## src/hdl/adpcm_frame_decoder_macros.svh

```systemverilog
// ----------------------------------------------------------------------------
// adpcm frame decoder assertion macros
// wrappers for concurrent checks, compiled out when ASSERT_OFF is set
// ----------------------------------------------------------------------------
`ifndef ADPCM_FRAME_DECODER_MACROS_SVH
`define ADPCM_FRAME_DECODER_MACROS_SVH
`ifndef ASSERT_OFF
// check that is ignored while reset is asserted
`define ADF_ASSERT(label, clk, rst_n, prop) \
  label: assert property (@(posedge clk) disable iff (!rst_n) prop) \
    else $error("adf check failed");
// check that must also hold during reset
`define ADF_ASSERT_ALWAYS(label, clk, prop) \
  label: assert property (@(posedge clk) prop) \
    else $error("adf check failed");
`else
`define ADF_ASSERT(label, clk, rst_n, prop)
`define ADF_ASSERT_ALWAYS(label, clk, prop)
`endif
`endif

```

## src/hdl/adf_pkg.sv

```systemverilog
// ----------------------------------------------------------------------------
// adf_pkg
// shared types and constants of the adpcm frame decoder
// ----------------------------------------------------------------------------
package adf_pkg;

  localparam int unsigned CfgIdxW  = 3;
  localparam int unsigned CfgDataW = 64;
  localparam int unsigned NumCoefRegs = 4;

  // configuration register indexes
  localparam logic [CfgIdxW-1:0] RegCoefPairs01  = 3'd0;
  localparam logic [CfgIdxW-1:0] RegCoefPairs23  = 3'd1;
  localparam logic [CfgIdxW-1:0] RegCoefPairs45  = 3'd2;
  localparam logic [CfgIdxW-1:0] RegCoefPairs67  = 3'd3;
  localparam logic [CfgIdxW-1:0] RegInitHistory  = 3'd4;
  localparam logic [CfgIdxW-1:0] RegSampleCount  = 3'd5;

  localparam logic [3:0]  HeaderPos   = 4'd0;
  localparam logic [3:0]  PosStep     = 4'd2;
  localparam logic [4:0]  FracBits    = 5'd11;
  localparam logic [10:0] HalfLsb     = 11'd1024;
  localparam logic signed [23:0] SatMax = 24'sd32767;
  localparam logic signed [23:0] SatMin = -24'sd32768;

  typedef struct packed {
    logic [7:0] in_byte;
    logic       first;
  } adf_in_t;

  typedef struct packed {
    logic signed [15:0] sample;
    logic               last;
    logic               block_done;
  } adf_out_t;

  // one sample job handed from front to back
  typedef struct packed {
    logic        reload;
    logic [31:0] hist;
    logic [3:0]  nibble;
    logic [2:0]  pred;
    logic [3:0]  shift;
    logic        last;
    logic        done;
  } adf_op_t;

  typedef struct packed {
    logic    push0;
    logic    push1;
    adf_op_t op0;
    adf_op_t op1;
  } adf_push_t;

  typedef struct packed {
    logic [NumCoefRegs-1:0][CfgDataW-1:0] coef;
    logic [31:0]                          init_hist;
  } adf_cfg_t;

endpackage

```

## src/hdl/adpcm_frame_decoder.sv

```systemverilog
// ----------------------------------------------------------------------------
// adpcm_frame_decoder
// 4-bit adpcm decoder for one channel, 8-byte frames of header plus nibbles
// ----------------------------------------------------------------------------
//  channel  | direction | handshake              | payload
//  ---------+-----------+------------------------+-----------------------------
//  in       | input     | in_valid_i / in_stall_o | in_data_i  (in_byte, first)
//  out      | output    | out_valid_o / out_stall_i | out_data_o (sample, last,
//           |           |                        |   block_done)
//  cfg      | input     | cfg_we_i (no wait)     | cfg_idx_i, cfg_wdata_i
//
// the sample datapath in the back makes one sample per cycle while the output
// is not stalled; a data byte makes up to two sample jobs, a header byte none;
// a byte is taken when the job queue has two free slots
// first sample of a byte passes a job queue slot and then the output register once the byte is taken
// reset clears control state and history; no clearing pass
// out_stall_i holds the output register; while there is room the queue keeps absorbing bytes
// ----------------------------------------------------------------------------
`include "adpcm_frame_decoder_macros.svh"

module adpcm_frame_decoder import adf_pkg::*; #(
  parameter int unsigned QueueDepth = 4
) (
  input  logic                clk_i,
  input  logic                rst_ni,
  input  logic                in_valid_i,
  output logic                in_stall_o,
  input  adf_in_t             in_data_i,
  output logic                out_valid_o,
  input  logic                out_stall_i,
  output adf_out_t            out_data_o,
  input  logic                cfg_we_i,
  input  logic [CfgIdxW-1:0]  cfg_idx_i,
  input  logic [CfgDataW-1:0] cfg_wdata_i
);

  localparam int unsigned LevelW = $clog2(QueueDepth + 1);

  adf_cfg_t          cfg_q;
  logic [15:0]       sample_count_q;
  adf_push_t         push;
  logic              has_room, head_valid, pop;
  adf_op_t           head;
  logic [LevelW-1:0] level;

  always_ff @(posedge clk_i or negedge rst_ni) begin
    if (!rst_ni) begin
      cfg_q          <= '0;
      sample_count_q <= '0;
    end else if (cfg_we_i) begin
      unique case (cfg_idx_i)
        RegCoefPairs01: cfg_q.coef[0]  <= cfg_wdata_i;
        RegCoefPairs23: cfg_q.coef[1]  <= cfg_wdata_i;
        RegCoefPairs45: cfg_q.coef[2]  <= cfg_wdata_i;
        RegCoefPairs67: cfg_q.coef[3]  <= cfg_wdata_i;
        RegInitHistory: cfg_q.init_hist <= cfg_wdata_i[31:0];
        RegSampleCount: sample_count_q <= cfg_wdata_i[15:0];
        default: ;
      endcase
    end
  end

  adf_front u_front (
    .clk_i          (clk_i),
    .rst_ni         (rst_ni),
    .in_valid_i     (in_valid_i),
    .in_stall_o     (in_stall_o),
    .in_data_i      (in_data_i),
    .has_room_i     (has_room),
    .sample_count_i (sample_count_q),
    .init_hist_i    (cfg_q.init_hist),
    .push_o         (push)
  );

  adf_queue #(
    .Depth (QueueDepth)
  ) u_queue (
    .clk_i        (clk_i),
    .rst_ni       (rst_ni),
    .push_i       (push),
    .pop_i        (pop),
    .has_room_o   (has_room),
    .head_valid_o (head_valid),
    .head_o       (head),
    .level_o      (level)
  );

  adf_back u_back (
    .clk_i        (clk_i),
    .rst_ni       (rst_ni),
    .cfg_i        (cfg_q),
    .head_valid_i (head_valid),
    .head_i       (head),
    .pop_o        (pop),
    .out_valid_o  (out_valid_o),
    .out_stall_i  (out_stall_i),
    .out_data_o   (out_data_o)
  );

  // the block's final sample always closes its byte
  `ADF_ASSERT(a_done_is_last, clk_i, rst_ni, out_valid_o && out_data_o.block_done |-> out_data_o.last)
  // queue level never passes its depth
  `ADF_ASSERT(a_level_bound, clk_i, rst_ni, level <= LevelW'(QueueDepth))
  // an empty queue never holds off the input
  `ADF_ASSERT(a_empty_takes, clk_i, rst_ni, level == '0 |-> !in_stall_o)

endmodule

```

## src/hdl/adf_front.sv

```systemverilog
// ----------------------------------------------------------------------------
// adf_front
// accepts coded bytes, tracks frame position and sample count, and turns
// each data byte into zero, one or two sample jobs
// ----------------------------------------------------------------------------
module adf_front import adf_pkg::*; (
  input  logic        clk_i,
  input  logic        rst_ni,
  input  logic        in_valid_i,
  output logic        in_stall_o,
  input  adf_in_t     in_data_i,
  input  logic        has_room_i,
  input  logic [15:0] sample_count_i,
  input  logic [31:0] init_hist_i,
  output adf_push_t   push_o
);

  logic        accept;
  logic [3:0]  pos_q, pos_d;
  logic [2:0]  pred_q, pred_d;
  logic [3:0]  shift_q, shift_d;
  logic [15:0] emitted_q, emitted_d;
  logic        reload_q, reload_d;
  logic [31:0] hist_q, hist_d;
  logic [3:0]  pos_eff;
  logic [15:0] emitted_eff;
  logic [15:0] e1, e2;
  logic        avail0, avail1;

  assign accept     = in_valid_i && has_room_i;
  assign in_stall_o = !has_room_i;

  always_comb begin
    pos_d     = pos_q;
    pred_d    = pred_q;
    shift_d   = shift_q;
    emitted_d = emitted_q;
    reload_d  = reload_q;
    hist_d    = hist_q;
    push_o    = '0;

    pos_eff     = in_data_i.first ? HeaderPos : pos_q;
    emitted_eff = in_data_i.first ? 16'd0 : emitted_q;
    e1          = emitted_eff + 16'd1;
    e2          = emitted_eff + 16'd2;
    avail0      = emitted_eff < sample_count_i;
    avail1      = avail0 && (e1 < sample_count_i);

    push_o.op0.reload = reload_q;
    push_o.op0.hist   = hist_q;
    push_o.op0.nibble = in_data_i.in_byte[7:4];
    push_o.op0.pred   = pred_q;
    push_o.op0.shift  = shift_q;
    push_o.op0.last   = !avail1;
    push_o.op0.done   = (e1 == sample_count_i);
    push_o.op1.reload = 1'b0;
    push_o.op1.hist   = hist_q;
    push_o.op1.nibble = in_data_i.in_byte[3:0];
    push_o.op1.pred   = pred_q;
    push_o.op1.shift  = shift_q;
    push_o.op1.last   = 1'b1;
    push_o.op1.done   = (e2 == sample_count_i);

    if (accept) begin
      if (in_data_i.first) begin
        reload_d  = 1'b1;
        emitted_d = 16'd0;
        // starting history is taken at block start, later writes do not reach it
        hist_d    = init_hist_i;
      end
      if (pos_eff == HeaderPos) begin
        pred_d  = in_data_i.in_byte[6:4];
        shift_d = in_data_i.in_byte[3:0];
        pos_d   = PosStep;
      end else begin
        push_o.push0 = avail0;
        push_o.push1 = avail1;
        pos_d        = pos_q + PosStep;
        if (avail1) begin
          emitted_d = e2;
        end else if (avail0) begin
          emitted_d = e1;
        end
        if (avail0) begin
          reload_d = 1'b0;
        end
      end
    end
  end

  always_ff @(posedge clk_i or negedge rst_ni) begin
    if (!rst_ni) begin
      pos_q     <= '0;
      pred_q    <= '0;
      shift_q   <= '0;
      emitted_q <= '0;
      reload_q  <= 1'b0;
      hist_q    <= '0;
    end else begin
      pos_q     <= pos_d;
      pred_q    <= pred_d;
      shift_q   <= shift_d;
      emitted_q <= emitted_d;
      reload_q  <= reload_d;
      hist_q    <= hist_d;
    end
  end

endmodule

```

## src/hdl/adf_queue.sv

```systemverilog
// ----------------------------------------------------------------------------
// adf_queue
// short job queue between front and back: two pushes and one pop per cycle
// ----------------------------------------------------------------------------
module adf_queue import adf_pkg::*; #(
  parameter int unsigned Depth = 4
) (
  input  logic                       clk_i,
  input  logic                       rst_ni,
  input  adf_push_t                  push_i,
  input  logic                       pop_i,
  output logic                       has_room_o,
  output logic                       head_valid_o,
  output adf_op_t                    head_o,
  output logic [$clog2(Depth+1)-1:0] level_o
);

  localparam int unsigned PtrW = $clog2(Depth);
  localparam int unsigned CntW = $clog2(Depth + 1);

  adf_op_t          slots_q [Depth];
  logic [PtrW-1:0]  wr_q, wr_d, rd_q, rd_d, wr_nxt;
  logic [CntW-1:0]  cnt_q, cnt_d;

  function automatic logic [PtrW-1:0] ptr_inc(input logic [PtrW-1:0] p);
    return (p == PtrW'(Depth - 1)) ? '0 : p + PtrW'(1);
  endfunction

  assign wr_nxt       = ptr_inc(wr_q);
  assign has_room_o   = cnt_q <= CntW'(Depth - 2);
  assign head_valid_o = cnt_q != '0;
  assign head_o       = slots_q[rd_q];
  assign level_o      = cnt_q;

  always_comb begin
    wr_d  = wr_q;
    rd_d  = rd_q;
    cnt_d = cnt_q;
    if (push_i.push1) begin
      wr_d = ptr_inc(wr_nxt);
    end else if (push_i.push0) begin
      wr_d = wr_nxt;
    end
    if (pop_i) begin
      rd_d = ptr_inc(rd_q);
    end
    cnt_d = cnt_q + CntW'(push_i.push0) + CntW'(push_i.push1) - CntW'(pop_i);
  end

  always_ff @(posedge clk_i or negedge rst_ni) begin
    if (!rst_ni) begin
      wr_q  <= '0;
      rd_q  <= '0;
      cnt_q <= '0;
    end else begin
      wr_q  <= wr_d;
      rd_q  <= rd_d;
      cnt_q <= cnt_d;
    end
  end

  always_ff @(posedge clk_i) begin
    if (push_i.push0) begin
      slots_q[wr_q] <= push_i.op0;
    end
    if (push_i.push1) begin
      slots_q[wr_nxt] <= push_i.op1;
    end
  end

endmodule

```

## src/hdl/adf_back.sv

```systemverilog
// ----------------------------------------------------------------------------
// adf_back
// sample datapath: prediction, rounding, saturation and history, one sample
// per cycle while the output is not stalled, into a registered output stage
// ----------------------------------------------------------------------------
module adf_back import adf_pkg::*; (
  input  logic     clk_i,
  input  logic     rst_ni,
  input  adf_cfg_t cfg_i,
  input  logic     head_valid_i,
  input  adf_op_t  head_i,
  output logic     pop_o,
  output logic     out_valid_o,
  input  logic     out_stall_i,
  output adf_out_t out_data_o
);

  logic signed [15:0] hist1_q, hist2_q;
  logic signed [15:0] h1, h2, c1, c2;
  logic [31:0]        pair;
  logic signed [3:0]  nib_s;
  logic [4:0]         sh_amt;
  logic signed [33:0] term0, acc;
  logic signed [31:0] p1, p2;
  logic signed [22:0] q;
  logic [10:0]        frac;
  logic               rnd;
  logic signed [23:0] qr;
  logic signed [15:0] sample;
  logic               out_valid_q;
  adf_out_t           out_q;

  assign pop_o = head_valid_i && (!out_valid_q || !out_stall_i);

  always_comb begin
    pair   = head_i.pred[0] ? cfg_i.coef[head_i.pred[2:1]][63:32]
                            : cfg_i.coef[head_i.pred[2:1]][31:0];
    c1     = pair[15:0];
    c2     = pair[31:16];
    // block start takes history carried with the job instead of the loop
    h1     = head_i.reload ? head_i.hist[15:0]  : hist1_q;
    h2     = head_i.reload ? head_i.hist[31:16] : hist2_q;
    nib_s  = head_i.nibble;
    sh_amt = {1'b0, head_i.shift} + FracBits;
    term0  = 34'(nib_s) <<< sh_amt;
    p1     = c1 * h1;
    p2     = c2 * h2;
    acc    = term0 + 34'(p1) + 34'(p2);
    q      = acc[33:11];
    frac   = acc[10:0];
    // round half to even
    rnd    = (frac > HalfLsb) || ((frac == HalfLsb) && q[0]);
    qr     = 24'(q) + 24'(rnd);
    if (qr > SatMax) begin
      sample = 16'sh7fff;
    end else if (qr < SatMin) begin
      sample = -16'sh8000;
    end else begin
      sample = qr[15:0];
    end
  end

  always_ff @(posedge clk_i or negedge rst_ni) begin
    if (!rst_ni) begin
      hist1_q     <= '0;
      hist2_q     <= '0;
      out_valid_q <= 1'b0;
    end else begin
      if (pop_o) begin
        hist1_q     <= sample;
        hist2_q     <= h1;
        out_valid_q <= 1'b1;
      end else if (!out_stall_i) begin
        out_valid_q <= 1'b0;
      end
    end
  end

  always_ff @(posedge clk_i) begin
    if (pop_o) begin
      out_q.sample     <= sample;
      out_q.last       <= head_i.last;
      out_q.block_done <= head_i.done;
    end
  end

  assign out_valid_o = out_valid_q;
  assign out_data_o  = out_q;

endmodule

```

## config.mk

```make
export PLATFORM = sky130hd
export DESIGN_NAME = adpcm_frame_decoder
export DESIGN_NICKNAME = d
export VERILOG_FILES = /design/src/hdl/adf_pkg.sv /design/src/hdl/adpcm_frame_decoder.sv /design/src/hdl/adf_front.sv /design/src/hdl/adf_queue.sv /design/src/hdl/adf_back.sv
export VERILOG_INCLUDE_DIRS = /design/src /design/src/hdl
export SDC_FILE = /design/constraint.sdc
export NUM_CORES = 2
export LEC_CHECK = 0
export ABC_AREA = 1
export BUFFER_PORTS_ARGS = -buffer_cell sky130_fd_sc_hd__buf_2
export CAP_MARGIN = 20
export CORE_AREA = 2 2 218 435
export CTS_CLUSTER_SIZE = 8
export DETAILED_ROUTE_END_ITERATION = 8
export DIE_AREA = 0 0 220 437
export HOLD_SLACK_MARGIN = 0.08
export PLACE_DENSITY_LB_ADDON = 0.3
export SLEW_MARGIN = 20
export SYNTH_ARGS = -nofsm -noshare
export SYNTH_HDL_FRONTEND = slang
export SYNTH_HIERARCHICAL = 1
export SYNTH_SLANG_ARGS = --single-unit
```

## constraint.sdc

```tcl
create_clock -name clk_i -period 12.99 [get_ports clk_i]
set_clock_uncertainty 0.05 [all_clocks]
set_input_delay 0.6495 -clock clk_i [delete_from_list [all_inputs] [get_ports clk_i]]
set_output_delay 0.6495 -clock clk_i [all_outputs]
set_load 0.01 [all_outputs]
```

==> summary.md <==
| Metric | Value |
|---|---|
| Worst Hold Path EP | `u_back/out_valid_o` |
| Via count | `around 46,000` |
| Final setup vio count | `0` |
| Row cnt | `approximately 160` |
| Core ar. | `92,520 µm²` |
| Critical path's slowest cell | `o21ai_1` |
| DRT iter0 DRCs | `roughly 3,800` |
| Final Routed Wirelength | `roughly 190 mm` |
| CTS Buf Count | `86` |
| DR top layer | `met5` |
| CTS sink cnt | `605` |
| Status | `finished clean` |
| Top cells by area, synth | `fa_1 (24%), dfrtp_1 (18%), nand2_1 (14%), edfxtp_1 (11%), inv_1 (7.7%)` |
| Number of global-route vias before repair | `47,830` |
| CP delay by family, top | `adder cells` |
| Slew HR | `between 10% and 20%` |
| Via density | `slightly below 6` |
| Met2 routed wirelength | `~95 mm` |
| Largest net degree at the start of global routing | `just under 200` |
| DRC viols | `0` |
| Hpwl dp | `about 140 mm` |
| Max incr delay on CP | `roughly 0.91 ns` |
| Reg area | `16,150 µm²` |
| Clk_lat worst skew | `approximately 0.68 ns` |
| Metal3 WL | `~16 mm` |
| Reg2reg end | `u_back/out_data_o[7]` |
| Worst hold start | `out_stall_i` |
| CP Capture Type | `flop` |
| Mean post-synth cell area | `8.289 µm²` |
| Critical Path Source | `u_queue/rd_q[1]` |
| H-tree depth | `3` |
| CTS tree | `built` |
| Place WS | `between 1 and 1.5 ns` |
| Multi-input gate area | `33,130 µm²` |
| Synth area leader | `fa_1` |
| Final Wtd Congestion | `approximately 1.2` |
| Reg2reg path depth | `37` |
| Required time of the critical path | `about 13 ns` |
| I/O Buffers | `100` |
| Final slew viol count | `0` |
| Area growth syn-to-layout | `6.753%` |
| Share of layout cells above drive strength 1 | `under 10%` |
| Wire length per cell | `roughly 24 µm` |
| Worst setup path category | `flop to flop` |
| Final #Nets | `7,599` |
| Hold path depth | `3` |
| Fin util | `63.97%` |
| Min Tclk post-route | `between 10 and 15 ns` |
| Crit-path most repeated cell | `fa_1` |
| CP Max Fanout | `32` |
| Total grt overflow | `0` |
| Fin crit share | `~94%` |
| Final setup margin | `a little under 0.8 ns` |
| Hold Path Class | `input port to flop` |
| Die Y | `437 µm` |
| Hold Fails Final Rpt | `0` |
| CTS hold repair buffers | `1` |
| Fill count | `7,891` |
| Post-layout instance area | `just under 60,000 µm²` |
| Post-synth cell types | `52` |
| Synth Register Bits | `605` |
| Post-synth EDFFs | `roughly 200` |
| DR pass1 iterations | `7` |
| WP data arrival | `between 10 and 15 ns` |
| Ys flop type | `dfrtp_1` |
| RR Startpoint | `u_queue/rd_q[1]` |
| Post-synthesis sequential area ratio | `between 20% and 30%` |
| Worst slew pin tran | `between 1 and 1.5 ns` |
| CTS root buf | `clkbuf_16` |
| YS warnings | `6` |
| Post-CTS Resized | `0` |
| R2r setup slk | `around 0.8 ns` |
| ANT nets after route | `0` |
| Sum of negative setup slack | `0 ns` |
| Max cap viols | `0` |
| Total GRT Usage | `about two fifths` |
| Routed met1 length | `about 56 mm` |
| Fmax | `roughly 82 MHz` |
| Instance area at placement | `approximately 57,000 µm²` |
| Commonest non-fill, non-tap cell in the layout | `nand2_1` |
| # IOs | `101` |
| Most frequent cells in the layout | `nand2_1 (2,022), inv_1 (1,139), fa_1 (652), nor2_1 (581), dfrtp_1 (402)` |
| Clk buf depth | `3` |
| First-pass GRT wire length | `approximately 290 mm` |
| Initial Util | `about three fifths` |
| Initial antenna violation count | `9` |
| Cell Area, Synth | `between 50,000 and 60,000 µm²` |
| Async SR Flop Fraction | `66.61%` |
| Crit start category | `flop` |
| Worst-path clk slew | `0.05 ns` |
| Post-synth top area share | `23.54%` |
| RSZ-0062 raised after global routing | `no` |
| Syn Inst Count | `approximately 6,700` |
| WP buf/inv | `8` |
| Chip Width | `220 µm` |
| Postcts setup bufs | `0` |
| Die area | `roughly 96,000 µm²` |
registers in the layout, indices dropped and copies added (netlist names):
signal / cells
cfg_q: 288
u_queue/slots_q: 184
u_front/hist_q: 32
u_back/out_data_o: 18
sample_count_q: 16
u_back/hist1_q: 16
u_back/hist2_q: 16
u_front/emitted_q: 16
u_front/shift_q: 4
u_front/pos_q: 3
u_front/pred_q: 3
u_queue/level_o: 3
u_queue/rd_q: 2
u_queue/wr_q: 2
u_back/out_valid_o: 1
u_front/reload_q: 1
area by class of cell:
| class | count | area share (%) |
|---|---|---|
| flip-flops and latches | 605 | 27.30 |
| multi-input cells | 4598 | 55.99 |
| repair buffers | 223 | 2.586 |
| clock inverters | 8 | 0.2262 |
| diodes | 10 | 0.04228 |
| inverters | 1168 | 7.414 |
| well taps | 1200 | 2.537 |
| clock buffers | 124 | 3.913 |
worst reg2reg max path, delay by kind of cell, from the launching register on:
kind	cells	cell delay [ns]
adder cells (fa/ha/maj)	9	4.66
AND/OR/NAND/NOR	18	3.87
buffers and inverters	8	2.02
AO/OA/AOI/OAI	2	1.00
flip-flops	1	0.37
synth_stat cells (all sizes together), types with 72 or more instances:
master	n
dfrtp	403
o21ai	339
edfxtp	202
nand3	335
a21oi	72
nor2	617
inv	1158
nand2	2074
fa	652
buf	184
clkbuf	135
ha	184
metrics by stage:
| step | std cells | hold slack (ns) |
|---|---|---|
| floorplan | 6690 | 0.3039 |
| global placement | 7789 | 0.3976 |
| detailed placement | 7789 | 0.4031 |
| CTS | 7922 | 0.1424 |
| global route | 7928 | 0.2035 |
| finish | 7936 | 0.1727 |
how the worst max path moves through the flow:
| stage | endpoint | slack [ns] | cells after the start |
|---|---|---|---|
| CTS | u_back/out_data_o[7] | 1.09 | 37 |
| global route | u_back/hist1_q[4] | 0.34 | 44 |
| finish | u_back/out_data_o[7] | 0.79 | 37 |
| detailed placement | u_back/out_data_o[7] | 1.09 | 37 |
| global placement | u_back/out_data_o[13] | 1.14 | 37 |
| floorplan | u_back/out_data_o[13] | 3.14 | 50 |
cells by family (layout without fill, tap and decap cells):
| family | count (synthesis) | after routing | synth area share (%) |
|---|---|---|---|
| adders and majority gates | 836 | 836 | 27.70 |
| xor gates and xnor gates | 68 | 68 | 1.142 |
| muxes | 73 | 73 | 1.334 |
| buffers and inverters | 1487 | 1523 | 11.37 |
| other | 4 | 16 | 0.02707 |
| and+or+nand+nor | 3082 | 3082 | 22.56 |
| AOI/OAI and AO/OA | 533 | 533 | 6.741 |
| DFF | 605 | 605 | 29.13 |
per-layer routing:
metal / global-route usage, % / vias to the layer above
li1: - / 20320
met1: 39.24 / 22340
met2: 69.56 / 2401
met3: 10.41 / 1041
met4: 42.08 / 6
met5: 0 / -
Power is not shown: default switching activity piles up to over one toggle a cycle in this logic, so the estimate is an artifact.
